$ cat config.mk
export PLATFORM = sky130hd
export DESIGN_NAME = wav_header_check_pcm_downmix_core_flat
export DESIGN_NICKNAME = d
export VERILOG_FILES = /design/src/design/wdc_pkg.sv /design/src/design/wdc_byte_if.sv /design/src/design/wdc_sample_if.sv /design/src/design/wdc_ram.sv /design/src/design/wdc_fifo.sv /design/src/design/wdc_front.sv /design/src/design/wdc_back.sv /design/src/design/wav_header_check_pcm_downmix_core.sv /design/src/flat_wrapper.sv
export SDC_FILE = /design/constraint.sdc
export NUM_CORES = 2
export LEC_CHECK = 0
export BUFFER_PORTS_ARGS = -buffer_cell sky130_fd_sc_hd__buf_2
export CORE_ASPECT_RATIO = 0.5
export CORE_UTILIZATION = 30
export CTS_BUF_LIST = sky130_fd_sc_hd__clkbuf_2 sky130_fd_sc_hd__clkbuf_4 sky130_fd_sc_hd__clkbuf_8
export DETAILED_ROUTE_END_ITERATION = 12
export SLEW_MARGIN = 20
export SYNTH_ARGS = -nofsm -noshare
export SYNTH_HDL_FRONTEND = slang
export SYNTH_SLANG_ARGS = --single-unit
$ cat constraint.sdc
create_clock -name clk -period 8.1 [get_ports clk]
set_input_delay 1.62 -clock clk [delete_from_list [all_inputs] [get_ports clk]]
set_output_delay 1.62 -clock clk [all_outputs]
set_load 0.02 [all_outputs]
$ cat src/design/wdc_pkg.sv
package wdc_pkg;

	localparam int HDR_LEN = 44;
	localparam int HDR_AW = 6;
	localparam int RIFF_EXTRA = 36;
	localparam int QDEPTH_DEF = 4;

	localparam logic [HDR_AW-1:0] HDR_LAST = HDR_AW'(HDR_LEN - 1);
	localparam logic [HDR_AW-1:0] HDR_CNT = HDR_AW'(HDR_LEN);

	localparam logic [1:0] SC_MONO8 = 2'd0;
	localparam logic [1:0] SC_MONO16 = 2'd1;
	localparam logic [1:0] SC_STEREO8 = 2'd2;
	localparam logic [1:0] SC_STEREO16 = 2'd3;

	typedef enum logic [1:0] {
		MODE_COLLECT = 2'd0,
		MODE_DATA = 2'd1,
		MODE_RAW = 2'd2
	} mode_t;

	typedef enum logic {
		BK_IDLE,
		BK_REPLAY
	} bk_state_t;

	typedef enum logic {
		ENT_SAMPLE,
		ENT_REPLAY
	} ent_kind_t;

	typedef struct packed {
		ent_kind_t kind;
		logic signed [16:0] num;
		logic [1:0] code;
		logic ok;
		logic sl;
		logic [HDR_AW-1:0] cnt;
	} entry_t;

	function automatic logic signed [16:0] raw_num(input logic [7:0] b);
		return $signed({8'd0, b, 1'b0}) - 17'sd255;
	endfunction

endpackage

$ cat src/design/wdc_byte_if.sv
interface wdc_byte_if;
	logic valid;
	logic ready;
	logic [7:0] data_byte;
	logic file_end;

	modport source(output valid, data_byte, file_end, input ready);
	modport sink(input valid, data_byte, file_end, output ready);
endinterface

$ cat src/design/wdc_sample_if.sv
interface wdc_sample_if;
	logic valid;
	logic ready;
	logic signed [16:0] sample_numerator;
	logic [1:0] scale_code;
	logic header_ok;
	logic run_last;
	logic stream_last;

	modport source(output valid, sample_numerator, scale_code, header_ok, run_last, stream_last,
		input ready);
	modport sink(input valid, sample_numerator, scale_code, header_ok, run_last, stream_last,
		output ready);
endinterface

$ cat src/design/wdc_ram.sv
module wdc_ram #(
	parameter int WIDTH = 8,
	parameter int DEPTH = 44
) (
	input logic clk,
	input logic we,
	input logic [$clog2(DEPTH)-1:0] waddr,
	input logic [WIDTH-1:0] wdata,
	input logic re,
	input logic [$clog2(DEPTH)-1:0] raddr,
	output logic [WIDTH-1:0] rdata
);

	logic [WIDTH-1:0] mem_q [DEPTH];

	always_ff @(posedge clk) begin
		if (we) begin
			mem_q[waddr] <= wdata;
		end
		if (re) begin
			rdata <= mem_q[raddr];
		end
	end

endmodule

$ cat src/design/wdc_fifo.sv
module wdc_fifo import wdc_pkg::*; #(
	parameter int DEPTH = QDEPTH_DEF
) (
	input logic clk,
	input logic arst_n,
	input logic push,
	input entry_t push_ent,
	output logic full,
	input logic pop,
	output entry_t pop_ent,
	output logic empty
);

	localparam int AW = (DEPTH > 1) ? $clog2(DEPTH) : 1;
	localparam int CW = $clog2(DEPTH + 1);

	entry_t mem_q [DEPTH];
	logic [AW-1:0] wr_ptr_q;
	logic [AW-1:0] rd_ptr_q;
	logic [CW-1:0] cnt_q;

	function automatic logic [AW-1:0] wrap_inc(input logic [AW-1:0] p);
		return (p == AW'(DEPTH - 1)) ? '0 : p + 1'b1;
	endfunction

	assign full = (cnt_q == CW'(DEPTH));
	assign empty = (cnt_q == '0);
	assign pop_ent = mem_q[rd_ptr_q];

	always_ff @(posedge clk) begin
		if (push) begin
			mem_q[wr_ptr_q] <= push_ent;
		end
	end

	always_ff @(posedge clk or negedge arst_n) begin
		if (!arst_n) begin
			wr_ptr_q <= '0;
			rd_ptr_q <= '0;
			cnt_q <= '0;
		end else begin
			if (push) begin
				wr_ptr_q <= wrap_inc(wr_ptr_q);
			end
			if (pop) begin
				rd_ptr_q <= wrap_inc(rd_ptr_q);
			end
			case ({push, pop})
				2'b10: cnt_q <= cnt_q + 1'b1;
				2'b01: cnt_q <= cnt_q - 1'b1;
				default: cnt_q <= cnt_q;
			endcase
		end
	end

endmodule

$ cat src/design/wdc_front.sv
module wdc_front import wdc_pkg::*; (
	input logic clk,
	input logic arst_n,
	wdc_byte_if.sink byte_in,
	output logic push,
	output entry_t push_ent,
	input logic q_full,
	input logic replay_done,
	output logic wr_en,
	output logic [HDR_AW-1:0] wr_addr,
	output logic [7:0] wr_data
);

	mode_t mode_q;
	mode_t mode_d;
	logic [HDR_AW-1:0] pos_q;
	logic [31:0] rem_q;
	logic stereo_q;
	logic [23:0] part_q;
	logic [1:0] pcnt_q;
	logic chk_q;
	logic rp_q;
	logic [31:0] riff_q;
	logic [31:0] rate_q;
	logic [31:0] br_q;
	logic [15:0] align_q;
	logic [15:0] bits_q;
	logic [23:0] dlen_q;

	logic [7:0] b;
	logic e;
	logic acc;
	logic collect;
	logic [HDR_AW-1:0] pos_c;
	logic hdr_end;
	logic [8:0] fx;
	logic step_ok;
	logic chk_d;
	logic [31:0] prod;
	logic [18:0] align_x8;
	logic [18:0] bits_x_ch;
	logic [31:0] dlen_full;
	logic [31:0] riff_exp;
	logic [1:0] amask;
	logic hdr_ok;
	logic bps2;
	logic [2:0] align_c;
	logic emit;
	logic signed [15:0] s_lo;
	logic signed [15:0] s_hi;
	logic signed [16:0] num_d;
	logic [1:0] code_d;

	// constant bytes of the canonical header: {fixed, value}
	function automatic logic [8:0] fixed_byte(input logic [HDR_AW-1:0] p);
		logic [8:0] r;
		r = 9'h000;
		unique case (p)
			6'd0: r = 9'h152;
			6'd1: r = 9'h149;
			6'd2: r = 9'h146;
			6'd3: r = 9'h146;
			6'd8: r = 9'h157;
			6'd9: r = 9'h141;
			6'd10: r = 9'h156;
			6'd11: r = 9'h145;
			6'd12: r = 9'h166;
			6'd13: r = 9'h16D;
			6'd14: r = 9'h174;
			6'd15: r = 9'h120;
			6'd16: r = 9'h110;
			6'd17: r = 9'h100;
			6'd18: r = 9'h100;
			6'd19: r = 9'h100;
			6'd20: r = 9'h101;
			6'd21: r = 9'h100;
			6'd23: r = 9'h100;
			6'd36: r = 9'h164;
			6'd37: r = 9'h161;
			6'd38: r = 9'h174;
			6'd39: r = 9'h161;
			default: r = 9'h000;
		endcase
		return r;
	endfunction

	assign b = byte_in.data_byte;
	assign e = byte_in.file_end;
	assign collect = (mode_q != MODE_DATA) && (mode_q != MODE_RAW);
	assign byte_in.ready = !q_full && !(collect && rp_q);
	assign acc = byte_in.valid && byte_in.ready;
	assign pos_c = (pos_q >= HDR_LAST) ? HDR_LAST : pos_q;
	assign hdr_end = (pos_c == HDR_LAST);

	assign wr_en = acc && collect;
	assign wr_addr = pos_c;
	assign wr_data = b;

	// header checks, folded in one byte at a time
	always_comb begin
		fx = fixed_byte(pos_c);
		prod = 32'(rate_q * align_q);
		align_x8 = {align_q, 3'b000};
		bits_x_ch = stereo_q ? {2'b00, bits_q, 1'b0} : {3'b000, bits_q};
		step_ok = !fx[8] || (b == fx[7:0]);
		if (pos_c == 6'd22) begin
			step_ok = (b == 8'd1) || (b == 8'd2);
		end
		if (pos_c == 6'd34) begin
			step_ok = (prod == br_q);
		end
		if (pos_c == 6'd36) begin
			step_ok = step_ok && (align_x8 == bits_x_ch) && ((bits_q == 16'd8) || (bits_q == 16'd16));
		end
		chk_d = ((pos_c == '0) ? 1'b1 : chk_q) && step_ok;
		dlen_full = {b, dlen_q};
		riff_exp = dlen_full + 32'(RIFF_EXTRA);
		amask = align_q[2] ? 2'b11 : (align_q[1] ? 2'b01 : 2'b00);
		hdr_ok = chk_d && (riff_q == riff_exp) && ((dlen_full[1:0] & amask) == 2'b00);
	end

	// sample assembly and downmix
	always_comb begin
		bps2 = (bits_q == 16'd16);
		align_c = {bps2 && stereo_q, bps2 != stereo_q, !bps2 && !stereo_q};
		emit = ({1'b0, pcnt_q} + 3'd1) >= align_c;
		s_lo = $signed(part_q[15:0]);
		s_hi = bps2 && !stereo_q ? $signed({b, part_q[7:0]}) : $signed({b, part_q[23:16]});
		unique case ({bps2, stereo_q})
			2'b00: begin
				num_d = raw_num(b);
				code_d = SC_MONO8;
			end
			2'b10: begin
				num_d = {s_hi, 1'b1};
				code_d = SC_MONO16;
			end
			2'b01: begin
				num_d = $signed({8'd0, part_q[7:0], 1'b0}) + $signed({8'd0, b, 1'b0}) - 17'sd510;
				code_d = SC_STEREO8;
			end
			default: begin
				num_d = 17'(s_lo) + 17'(s_hi) + 17'sd1;
				code_d = SC_STEREO16;
			end
		endcase
	end

	always_comb begin
		mode_d = mode_q;
		push = 1'b0;
		push_ent.kind = ENT_SAMPLE;
		push_ent.num = raw_num(b);
		push_ent.code = SC_MONO8;
		push_ent.ok = 1'b0;
		push_ent.sl = e;
		push_ent.cnt = HDR_CNT;
		unique case (mode_q)
			MODE_RAW: begin
				push = acc;
			end
			MODE_DATA: begin
				if (rem_q != '0 && emit) begin
					push = acc;
					push_ent.num = num_d;
					push_ent.code = code_d;
					push_ent.ok = 1'b1;
					push_ent.sl = e || (rem_q == 32'd1);
				end
			end
			default: begin
				if (hdr_end) begin
					if (hdr_ok) begin
						mode_d = MODE_DATA;
					end else begin
						push = acc;
						push_ent.kind = ENT_REPLAY;
						mode_d = MODE_RAW;
					end
				end else if (e) begin
					push = acc;
					push_ent.kind = ENT_REPLAY;
					push_ent.sl = 1'b1;
					push_ent.cnt = pos_c + 1'b1;
				end
			end
		endcase
		if (e) begin
			mode_d = MODE_COLLECT;
		end
	end

	always_ff @(posedge clk or negedge arst_n) begin
		if (!arst_n) begin
			mode_q <= MODE_COLLECT;
		end else if (acc) begin
			mode_q <= mode_d;
		end
	end

	always_ff @(posedge clk or negedge arst_n) begin
		if (!arst_n) begin
			pos_q <= '0;
			rem_q <= '0;
			part_q <= '0;
			pcnt_q <= '0;
			chk_q <= 1'b0;
			rp_q <= 1'b0;
			stereo_q <= 1'b0;
			bits_q <= 16'd8;
		end else begin
			if (replay_done) begin
				rp_q <= 1'b0;
			end
			if (push && push_ent.kind == ENT_REPLAY) begin
				rp_q <= 1'b1;
			end
			if (acc) begin
				unique case (mode_q)
					MODE_RAW: begin
						pos_q <= pos_q;
					end
					MODE_DATA: begin
						if (rem_q != '0) begin
							rem_q <= rem_q - 32'd1;
							if (emit) begin
								part_q <= '0;
								pcnt_q <= '0;
							end else begin
								if (pcnt_q != 2'd3) begin
									part_q[{pcnt_q, 3'b000} +: 8] <= b;
								end
								pcnt_q <= pcnt_q + 2'd1;
							end
						end
					end
					default: begin
						chk_q <= chk_d;
						if (pos_c == 6'd22) begin
							stereo_q <= (b == 8'd2);
						end
						if (pos_c[HDR_AW-1:2] == 4'd8) begin
							if (pos_c[1]) begin
								bits_q[{pos_c[0], 3'b000} +: 8] <= b;
							end
						end
						if (hdr_end) begin
							rem_q <= dlen_full;
							part_q <= '0;
							pcnt_q <= '0;
						end else begin
							pos_q <= pos_c + 1'b1;
						end
					end
				endcase
				if (e) begin
					pos_q <= '0;
					rem_q <= '0;
					part_q <= '0;
					pcnt_q <= '0;
				end
			end
		end
	end

	// header fields, payload only
	always_ff @(posedge clk) begin
		if (acc && collect) begin
			unique case (pos_c[HDR_AW-1:2])
				4'd1: riff_q[{pos_c[1:0], 3'b000} +: 8] <= b;
				4'd6: rate_q[{pos_c[1:0], 3'b000} +: 8] <= b;
				4'd7: br_q[{pos_c[1:0], 3'b000} +: 8] <= b;
				4'd8: begin
					if (!pos_c[1]) begin
						align_q[{pos_c[0], 3'b000} +: 8] <= b;
					end
				end
				4'd10: begin
					if (pos_c[1:0] != 2'd3) begin
						dlen_q[{pos_c[1:0], 3'b000} +: 8] <= b;
					end
				end
				default: riff_q <= riff_q;
			endcase
		end
	end

endmodule

$ cat src/design/wdc_back.sv
module wdc_back import wdc_pkg::*; (
	input logic clk,
	input logic arst_n,
	input logic q_empty,
	input entry_t q_ent,
	output logic pop,
	output logic rd_en,
	output logic [HDR_AW-1:0] rd_addr,
	input logic [7:0] rd_data,
	output logic replay_done,
	wdc_sample_if.source sample_out
);

	bk_state_t st_q;
	bk_state_t st_d;
	logic [HDR_AW-1:0] cnt_q;
	logic [HDR_AW-1:0] idx_q;
	logic [HDR_AW-1:0] didx_q;
	logic end_q;
	logic rdv_q;
	logic ov_q;
	logic signed [16:0] num_q;
	logic [1:0] code_q;
	logic ok_q;
	logic rl_q;
	logic sl_q;

	logic out_free;
	logic start;
	logic ld_ent;
	logic ld_rep;
	logic rep_last;

	assign out_free = !ov_q || sample_out.ready;
	assign rep_last = (didx_q == cnt_q - 1'b1);
	assign rd_addr = idx_q;

	always_comb begin
		st_d = st_q;
		pop = 1'b0;
		start = 1'b0;
		ld_ent = 1'b0;
		ld_rep = 1'b0;
		rd_en = 1'b0;
		replay_done = 1'b0;
		unique case (st_q)
			BK_IDLE: begin
				if (!q_empty) begin
					if (q_ent.kind == ENT_REPLAY) begin
						pop = 1'b1;
						start = 1'b1;
						st_d = BK_REPLAY;
					end else if (out_free) begin
						pop = 1'b1;
						ld_ent = 1'b1;
					end
				end
			end
			BK_REPLAY: begin
				ld_rep = rdv_q && out_free;
				rd_en = (idx_q != cnt_q) && (!rdv_q || ld_rep);
				if (ld_rep && rep_last) begin
					replay_done = 1'b1;
					st_d = BK_IDLE;
				end
			end
			default: st_d = BK_IDLE;
		endcase
	end

	always_ff @(posedge clk or negedge arst_n) begin
		if (!arst_n) begin
			st_q <= BK_IDLE;
		end else begin
			st_q <= st_d;
		end
	end

	always_ff @(posedge clk or negedge arst_n) begin
		if (!arst_n) begin
			cnt_q <= '0;
			idx_q <= '0;
			didx_q <= '0;
			end_q <= 1'b0;
			rdv_q <= 1'b0;
			ov_q <= 1'b0;
		end else begin
			if (start) begin
				cnt_q <= q_ent.cnt;
				end_q <= q_ent.sl;
				idx_q <= '0;
				rdv_q <= 1'b0;
			end else begin
				if (rd_en) begin
					idx_q <= idx_q + 1'b1;
					didx_q <= idx_q;
				end
				rdv_q <= rd_en || (rdv_q && !ld_rep);
			end
			if (ld_ent || ld_rep) begin
				ov_q <= 1'b1;
			end else if (sample_out.ready) begin
				ov_q <= 1'b0;
			end
		end
	end

	always_ff @(posedge clk) begin
		if (ld_ent) begin
			num_q <= q_ent.num;
			code_q <= q_ent.code;
			ok_q <= q_ent.ok;
			rl_q <= 1'b1;
			sl_q <= q_ent.sl;
		end else if (ld_rep) begin
			num_q <= raw_num(rd_data);
			code_q <= SC_MONO8;
			ok_q <= 1'b0;
			rl_q <= rep_last;
			sl_q <= rep_last && end_q;
		end
	end

	assign sample_out.valid = ov_q;
	assign sample_out.sample_numerator = num_q;
	assign sample_out.scale_code = code_q;
	assign sample_out.header_ok = ok_q;
	assign sample_out.run_last = rl_q;
	assign sample_out.stream_last = sl_q;

endmodule

$ cat src/design/wav_header_check_pcm_downmix_core.sv
// channel     dir  payload
// byte_in     in   data_byte[7:0], file_end
// sample_out  out  sample_numerator[16:0] signed, scale_code[1:0], header_ok, run_last,
//                  stream_last
//
// one byte transfer per cycle while collecting the header, streaming data or raw bytes
// when the queue has room; a sample is queued, then loaded into the output register
// a replay of held header bytes (up to 44) starts when it reaches the queue head, then
// gives one result per cycle from the header ram while the receiver is ready
// a new file waits until the last replayed byte has left the header ram
// the result queue between front and back is QDEPTH entries; output stalls fill it
// arst_n returns the block to the start of a file; header ram contents are not cleared
module wav_header_check_pcm_downmix_core import wdc_pkg::*; #(
	parameter int QDEPTH = QDEPTH_DEF
) (
	input logic clk,
	input logic arst_n,
	wdc_byte_if.sink byte_in,
	wdc_sample_if.source sample_out
);

	logic push;
	entry_t push_ent;
	logic q_full;
	logic pop;
	entry_t pop_ent;
	logic q_empty;
	logic replay_done;
	logic wr_en;
	logic [HDR_AW-1:0] wr_addr;
	logic [7:0] wr_data;
	logic rd_en;
	logic [HDR_AW-1:0] rd_addr;
	logic [7:0] rd_data;

	wdc_front u_front (
		.clk(clk),
		.arst_n(arst_n),
		.byte_in(byte_in),
		.push(push),
		.push_ent(push_ent),
		.q_full(q_full),
		.replay_done(replay_done),
		.wr_en(wr_en),
		.wr_addr(wr_addr),
		.wr_data(wr_data)
	);

	wdc_fifo #(
		.DEPTH(QDEPTH)
	) u_fifo (
		.clk(clk),
		.arst_n(arst_n),
		.push(push),
		.push_ent(push_ent),
		.full(q_full),
		.pop(pop),
		.pop_ent(pop_ent),
		.empty(q_empty)
	);

	wdc_ram #(
		.WIDTH(8),
		.DEPTH(HDR_LEN)
	) u_hdr_ram (
		.clk(clk),
		.we(wr_en),
		.waddr(wr_addr),
		.wdata(wr_data),
		.re(rd_en),
		.raddr(rd_addr),
		.rdata(rd_data)
	);

	wdc_back u_back (
		.clk(clk),
		.arst_n(arst_n),
		.q_empty(q_empty),
		.q_ent(pop_ent),
		.pop(pop),
		.rd_en(rd_en),
		.rd_addr(rd_addr),
		.rd_data(rd_data),
		.replay_done(replay_done),
		.sample_out(sample_out)
	);

endmodule

$ cat src/flat_wrapper.sv
// flat-port wrapper written by rule: the top's interface ports become plain ports
module wav_header_check_pcm_downmix_core_flat import wdc_pkg::*;
#(
	parameter int QDEPTH = QDEPTH_DEF
)
  (clk, arst_n, byte_in_valid, byte_in_data_byte, byte_in_file_end, byte_in_ready, sample_out_valid, sample_out_sample_numerator, sample_out_scale_code, sample_out_header_ok, sample_out_run_last, sample_out_stream_last, sample_out_ready);
  wdc_byte_if byte_in_i ();
  wdc_sample_if sample_out_i ();
  input logic clk;
  input logic arst_n;
  input wire logic [$bits(byte_in_i.valid)-1:0] byte_in_valid;
  input wire logic [$bits(byte_in_i.data_byte)-1:0] byte_in_data_byte;
  input wire logic [$bits(byte_in_i.file_end)-1:0] byte_in_file_end;
  output wire logic [$bits(byte_in_i.ready)-1:0] byte_in_ready;
  output wire logic [$bits(sample_out_i.valid)-1:0] sample_out_valid;
  output wire logic [$bits(sample_out_i.sample_numerator)-1:0] sample_out_sample_numerator;
  output wire logic [$bits(sample_out_i.scale_code)-1:0] sample_out_scale_code;
  output wire logic [$bits(sample_out_i.header_ok)-1:0] sample_out_header_ok;
  output wire logic [$bits(sample_out_i.run_last)-1:0] sample_out_run_last;
  output wire logic [$bits(sample_out_i.stream_last)-1:0] sample_out_stream_last;
  input wire logic [$bits(sample_out_i.ready)-1:0] sample_out_ready;
  assign byte_in_i.valid = byte_in_valid;
  assign byte_in_i.data_byte = byte_in_data_byte;
  assign byte_in_i.file_end = byte_in_file_end;
  assign byte_in_ready = byte_in_i.ready;
  assign sample_out_valid = sample_out_i.valid;
  assign sample_out_sample_numerator = sample_out_i.sample_numerator;
  assign sample_out_scale_code = sample_out_i.scale_code;
  assign sample_out_header_ok = sample_out_i.header_ok;
  assign sample_out_run_last = sample_out_i.run_last;
  assign sample_out_stream_last = sample_out_i.stream_last;
  assign sample_out_i.ready = sample_out_ready;
  wav_header_check_pcm_downmix_core #(.QDEPTH(QDEPTH)) u_core (.clk(clk), .arst_n(arst_n), .byte_in(byte_in_i), .sample_out(sample_out_i));
endmodule
# Yosys cells after proc, flatten, opt, wreduce, memory -nomap -nowiden

Memories as Yosys holds them, arrays and structs flattened. A register that Yosys moved wholly into a read port is not among the register bits.
Index checks and enable logic that the tools add are counted.

Memories kept: 3
Word-level logic and storage cells: 262
Input port bits: 13
Flip-flop bits (word level): 272
Output and inout port bits: 24
Bits in writable memories: 464
Memory bits (read-only): 512

Multiplexer cells: 93
Reductions and logical operators: 62
$add $sub $neg: 20
$mul: 1
Shifts and indexed selects: 8
Bitwise logic cells: 5
Magnitude comparators: 2
Eq/ne operators: 39

Memories:

| name                   | words | width | read ports | clocked after memory_dff | write ports | RTL line        | source |
|---|---|---|---|---|---|---|---|
| (name not given)       | 64    | 8     | 1          | 0                        | 0           | wdc_front.sv:58 | `unique case (p)` |
| u_core.u_hdr_ram.mem_q | 44    | 8     | 1          | 1                        | 1           | wdc_ram.sv:14   | `logic [WIDTH-1:0] mem_q [DEPTH];` |
| u_core.u_fifo.mem_q    | 4     | 28    | 1          | 0                        | 1           | wdc_fifo.sv:17  | `entry_t mem_q [DEPTH];` |

Operator list:

| operator                                                               | number |
|---|---|
| 24-bit two-way mux                                                     | 5 |
| 32-bit bitwise mux                                                     | 3 |
| 32-bit two-way mux                                                     | 3 |
| 32-bit == test                                                         | 2 |
| 32-bit case mux with 2 select lines                                    | 1 |
| 17-bit two-way mux                                                     | 3 |
| 17-bit case mux with 3 select lines                                    | 1 |
| 24-bit bitwise mux                                                     | 2 |
| 24-bit case mux with 2 select lines                                    | 1 |
| 8-bit by 7-bit variable shift with 24-bit output, first input constant | 2 |
| 8-bit by 7-bit variable part select with 24-bit output                 | 2 |
| 6-bit two-way mux                                                      | 7 |
| 1-bit two-way mux                                                      | 41 |
| 32-bit by 6-bit adder with 32-bit output, second input constant        | 1 |
| 16-bit bitwise mux                                                     | 2 |
| 32-bit by 1-bit == test with 1-bit output, second input constant       | 1 |
| 32-bit by 16-bit multiplier with 32-bit output                         | 1 |
| 32-bit nonzero test                                                    | 1 |
| 8-bit by 7-bit variable shift with 32-bit output, first input constant | 1 |
| 8-bit by 7-bit variable part select with 32-bit output                 | 1 |
| 32-bit by 1-bit subtractor with 32-bit output, second input constant   | 1 |
| 2-bit two-way mux                                                      | 13 |
| 21-bit two-way mux                                                     | 1 |
| 1-bit logical AND                                                      | 20 |
| other kinds (59)                                                       | 114 |

# Depth between registers and ports, before layout

An unclocked memory read counts as a cell.

Depth after elaboration: 18
Depth in mapped cells: 28

# Hierarchy

From an unflattened synthesis, not the netlist that was laid out.

Cells, all modules: 3807
Area total of the unflattened synthesis: 45837.7 µm²

By module, submodules not included:

| module    | area an instance (µm²) | instances | cells each |
|---|---|---|---|
| wdc_front | 24950.2                | 1         | 2699 |
| wdc_ram   | 14346.3                | 1         | 766 |
| wdc_fifo  | 4460.5                 | 1         | 184 |
| wdc_back  | 2080.7                 | 1         | 158 |

# Least setup slack after synthesis

Ideal clock, no wire load.

Path kind: register -> register
Start: register u_core.u_front.align_q[4]
End: register u_core.u_front.chk_q
Library setup time: 0.095 ns
Arrival: 6.358 ns
Stages on the path, launching flop included: 24
Data required time: 8.005 ns
Clock period less this slack: 6.454 ns
Path slack: 1.646 ns
Cells stage by stage: edfxtp_1 -> clkbuf_1 -> clkbuf_1 -> nand2_1 -> fa_1 -> fa_1 -> fa_1 -> fa_1 -> fa_1 -> fa_1 -> inv_1 -> ha_1 -> clkbuf_1 -> nand3_1 -> nor4_1 -> o311ai_2 -> a21oi_1 -> nor2_1 -> xnor2_1 -> a211oi_1 -> nand3_1 -> nor3_1 -> a21oi_1 -> o31ai_1

Word-level cells in the longest chain between the ends: 7
Elaborated cells on any way between the ends: 8

Ends and longest elaborated chain:

| item                                           | RTL line         | source |
|---|---|---|
| from (decl)                                    | wdc_front.sv:26  | `logic [15:0] align_q;` |
| from (signal, indexed assignment)              | wdc_front.sv:275 | `align_q[{pos_c[0], 3'b000} +: 8] <= b;` |
| 32-bit by 16-bit multiplier with 32-bit output | wdc_front.sv:102 | `prod = 32'(rate_q * align_q);` |
| 32-bit == test                                 | wdc_front.sv:110 | `step_ok = (prod == br_q);` |
| 1-bit two-way mux                              | wdc_front.sv:109 | `if (pos_c == 6'd34) begin` |
| 1-bit logical AND (2 in series)                | wdc_front.sv:113 | `step_ok = step_ok && (align_x8 == bits_x_ch) && ((bits_q == 16'd8) \|\| (bits_q == 16'd16));` |
| 1-bit two-way mux (*)                          | wdc_front.sv:112 | `if (pos_c == 6'd36) begin` |
| 1-bit logical AND (*)                          | wdc_front.sv:115 | `chk_d = ((pos_c == '0) ? 1'b1 : chk_q) && step_ok;` |
| to (signal assigned)                           | wdc_front.sv:238 | `chk_q <= chk_d;` |
| to (decl)                                      | wdc_front.sv:21  | `logic chk_q;` |

Every way passes the cells marked *; elsewhere a longest branch is shown, timed or not.
A chain may end at the register's enable or synchronous reset.

# Worst setup path after layout

Start: register u_core.u_front.align_q[5]
End: register u_core.u_front.chk_q

Same word-level chain as after synthesis.

==> metrics.md <==
| Metric | Value |
|---|---|
| Initial Util | 0.305 |
| Maximum vdd drop | 0.000149 V |
| Cts repair resizes | 0 |
| Status | complete, no violations |
| Fmax | ~0.14 GHz |
| Post-CTS Setup Bufs | 0 |
| Placed insts | 5518 |
| WL/cell | a little over 20 um |
| Vias | around 29000 |
| CTS Sinks | about 740 |
| Cts bufs inserted | 112 |
| Switching share of power | 0.306 |
| Clk root buf | clkbuf_8 |
| Clock share of power | 0.314 |
| Vias per cell | about 5.1 |
| First-pass GRT wire length | 182000 um |
| Critical path endpoint category | flop |
| Final Hold Fails | 0 |
| Total wire length | ~120000 um |
| CP required | 8.75 ns |
| Syn nets | 4102 |
| Most frequent cells in the layout | edfxtp_1 (629), nand2_1 (490), fa_1 (308) |
| Combinational power share | 0.242 |
| Area delta synth->final | 10.7% |
| Most common cell after layout, fill and taps aside | edfxtp_1 |
| CTS HTree Levels | 3 |
| Total GRT Usage | 0.156 |
| Setup CP Type | reg2reg |
| Period minus WS final | 7.39 ns |
| Register area share after synthesis | 0.484 |
| Mean cell area of the mapped netlist | 12.3 um2 |
| Pins Over Slew Limit | 0 |
| Critical path data arrival time | approximately 8 ns |
| # DRC | 0 |
| Core area | around 150000 um2 |
| R2R Setup Slk | 0.71 ns |
| RSZ-0062 raised after global routing | no |
| Ys flop type | edfxtp_1 |
| Initial antenna violation count | 2 |
| Port Buffer Count | 36 |
| NetSw | around 3.3 mW |
| CP Launch Type | flop |
| Site Rows | slightly below 100 |
| Hold crit path type | reg2reg |
| Post-Synthesis Cells | 3653 |
| FFs w/ async S/R, synth | 0.153 |
| DRT antenna net count | 0 |
| Worst-path clk slew | 0.08 ns |
| Cell Count, Final, Fillers Out | 5726 |
| P_int | 7.43 mW |
| Clock Path Buffers | 3 |
| Setup Skew | 0.0415 ns |
| Period Utilization, post-route | 0.912 |
| Ports | 37 |
| DRT Pass-1 Iters | 9 |
| Post-synth EDFFs | 629 |
| CTS Hold Bufs | 0 |
| Library cells used by synthesis | 91 |
| Total negative slack | 0 ns |
| DIE WIDTH | 549 um |
| Max_slew headroom | 0.291 |
| Register bit total from synthesis | around 740 |
| Chip height | roughly 280 um |
| Die Area | approximately 150000 um2 |
| CTS tree | built |
| Initial DRC count | 2464 |
| Largest net degree at the start of global routing | a little over 60 |
| RePlAce Congestion | 0.884 |
| Final #Nets | between 4000 and 5000 |
| Total gr overflow | 0 |
| Number of global-route vias before repair | 30121 |
| Share of cells above drive strength 1 | 0.128 |
| Power Density | around 220 nW/um2 |
| Max cap viols | 0 |
| Least-Margin Pin Slew | between 1 and 1.5 ns |
| Synthesis Warnings | 0 |
| P_leak | between 15 and 20 nW |
| Flop pwr share | 0.444 |
| Mapped cell area | 44900 um2 |
| Finished Core Util | 0.338 |
| Setup violations, final | 0 |
| DP HPWL | 82600 um |
| Clk_lat worst skew | around 0.75 ns |
| Worst Path Max Fanout | 18 |
==> per-stage QoR <==
step	setup slack (ns)	power, mW	hold slack (ns)	cell area [um2]
3_5_place_dp	0.729	7.44	0.472	47300
5_1_grt	0.240	11.2	0.516	49700
2_1_floorplan	1.65	6.57	0.446	44900
6_report	0.714	10.7	0.483	49700
3_3_place_gp	0.863	7.38	0.459	47300
4_1_cts	0.700	10.8	0.486	49700
==> synthesized netlist by cell type, drive strengths merged (53+ instances only) <==
master	number	area [um2]
edfxtp	629	18900
nand2	491	1850
fa	308	6170
inv	293	1100
nor2	209	785
and2	208	1310
o21ai	177	886
clkbuf	158	597
mux4	132	2970
ha	128	1600
a21oi	113	569
dfrtp	113	2830
xnor2	109	955
xor2	53	464
==> power groups by stage <==
stage / Sequential (mW) / Clock [mW] / Combinational [mW]
global route: 4.79 / 3.57 / 2.79
finish: 4.75 / 3.36 / 2.59
detailed placement: 4.83 / 0 / 2.61
global placement: 4.82 / 0 / 2.56
floorplan: 4.73 / 0 / 1.84
CTS: 4.75 / 3.42 / 2.62
==> worst max-delay path: stages, from the launching register on <==
cell      delay (ns)
edfxtp_1        0.89
buf_4           0.30
nand2_1         0.09
fa_1            0.58
fa_1            0.44
fa_1            0.50
fa_1            0.57
fa_1            0.43
fa_1            0.49
inv_1           0.04
ha_1            0.46
a21oi_1         0.26
a32o_1          0.28
or3_1           0.31
nor4_1          0.50
nand4_1         0.18
nor4_1          0.31
nand4_1         0.13
nor3_1          0.21
a21oi_1         0.10
o31ai_1         0.22
==> state kept, by name, indices dropped and copies added (netlist names), 8 cells and up <==
register                                   cells
u_core.u_hdr_ram.mem_q                       352
u_core.u_fifo.mem_q                          112
u_core.u_front.br_q                           32
u_core.u_front.rate_q                         32
u_core.u_front.rem_q                          32
u_core.u_front.riff_q                         32
u_core.u_front.dlen_q                         24
u_core.u_front.part_q                         24
u_core.u_back.sample_out.sample_numerator     17
u_core.u_front.align_q                        16
u_core.u_front.bits_q                         16
u_core.u_hdr_ram.rdata                         8
==> kinds of logic (layout without fill, tap and decap cells) <==
kind of cell    Yosys count  count (layout)  share of synthesized area
simple gates           1163            1163                      0.124
flops                   744             744                      0.484
buf+inv                 485             588                     0.0411
compound gates          454             454                     0.0619
fa+ha+maj               436             436                      0.173
mux                     207             207                     0.0839
xor+xnor                164             164                     0.0326
other cells               0               1                          0
==> per-layer routing <==
metal,up-vias,part of all wire,GRT usage,routed length (um)
met2,976,0.47,0.258,55900
met5,-,0,0,0
met4,0,0.023,0.0430,2730
li1,12791,-,-,-
met1,15082,0.44,0.212,52500
met3,201,0.060,0.0246,7090
==> path summary, 6_finish.rpt <==
check,endpoint,from,depth (start not counted)
max,u_core.u_front.chk_q,u_core.u_front.align_q[5],20
min,u_core.u_front.part_q[13],u_core.u_front.part_q[13],2
max reg2reg,u_core.u_front.chk_q,u_core.u_front.align_q[5],20
min reg2reg,u_core.u_front.part_q[13],u_core.u_front.part_q[13],2
max in group asynchronous,u_core.u_front.rem_q[20],arst_n,2
min in group asynchronous,u_core.u_front.part_q[13],arst_n,1
==> area by class of cell <==
cell class	instances	area, um2
fillers	14301	97500
inverters	294	1100
repair buffers	87	578
well taps	1969	2460
flip-flops and latches	744	21800
clock buffers	163	1970
clock inverters	44	487
multi-input cells	2424	21400
diodes	1	2.50
No activity file was read; power rests on OpenSTA's default activity.
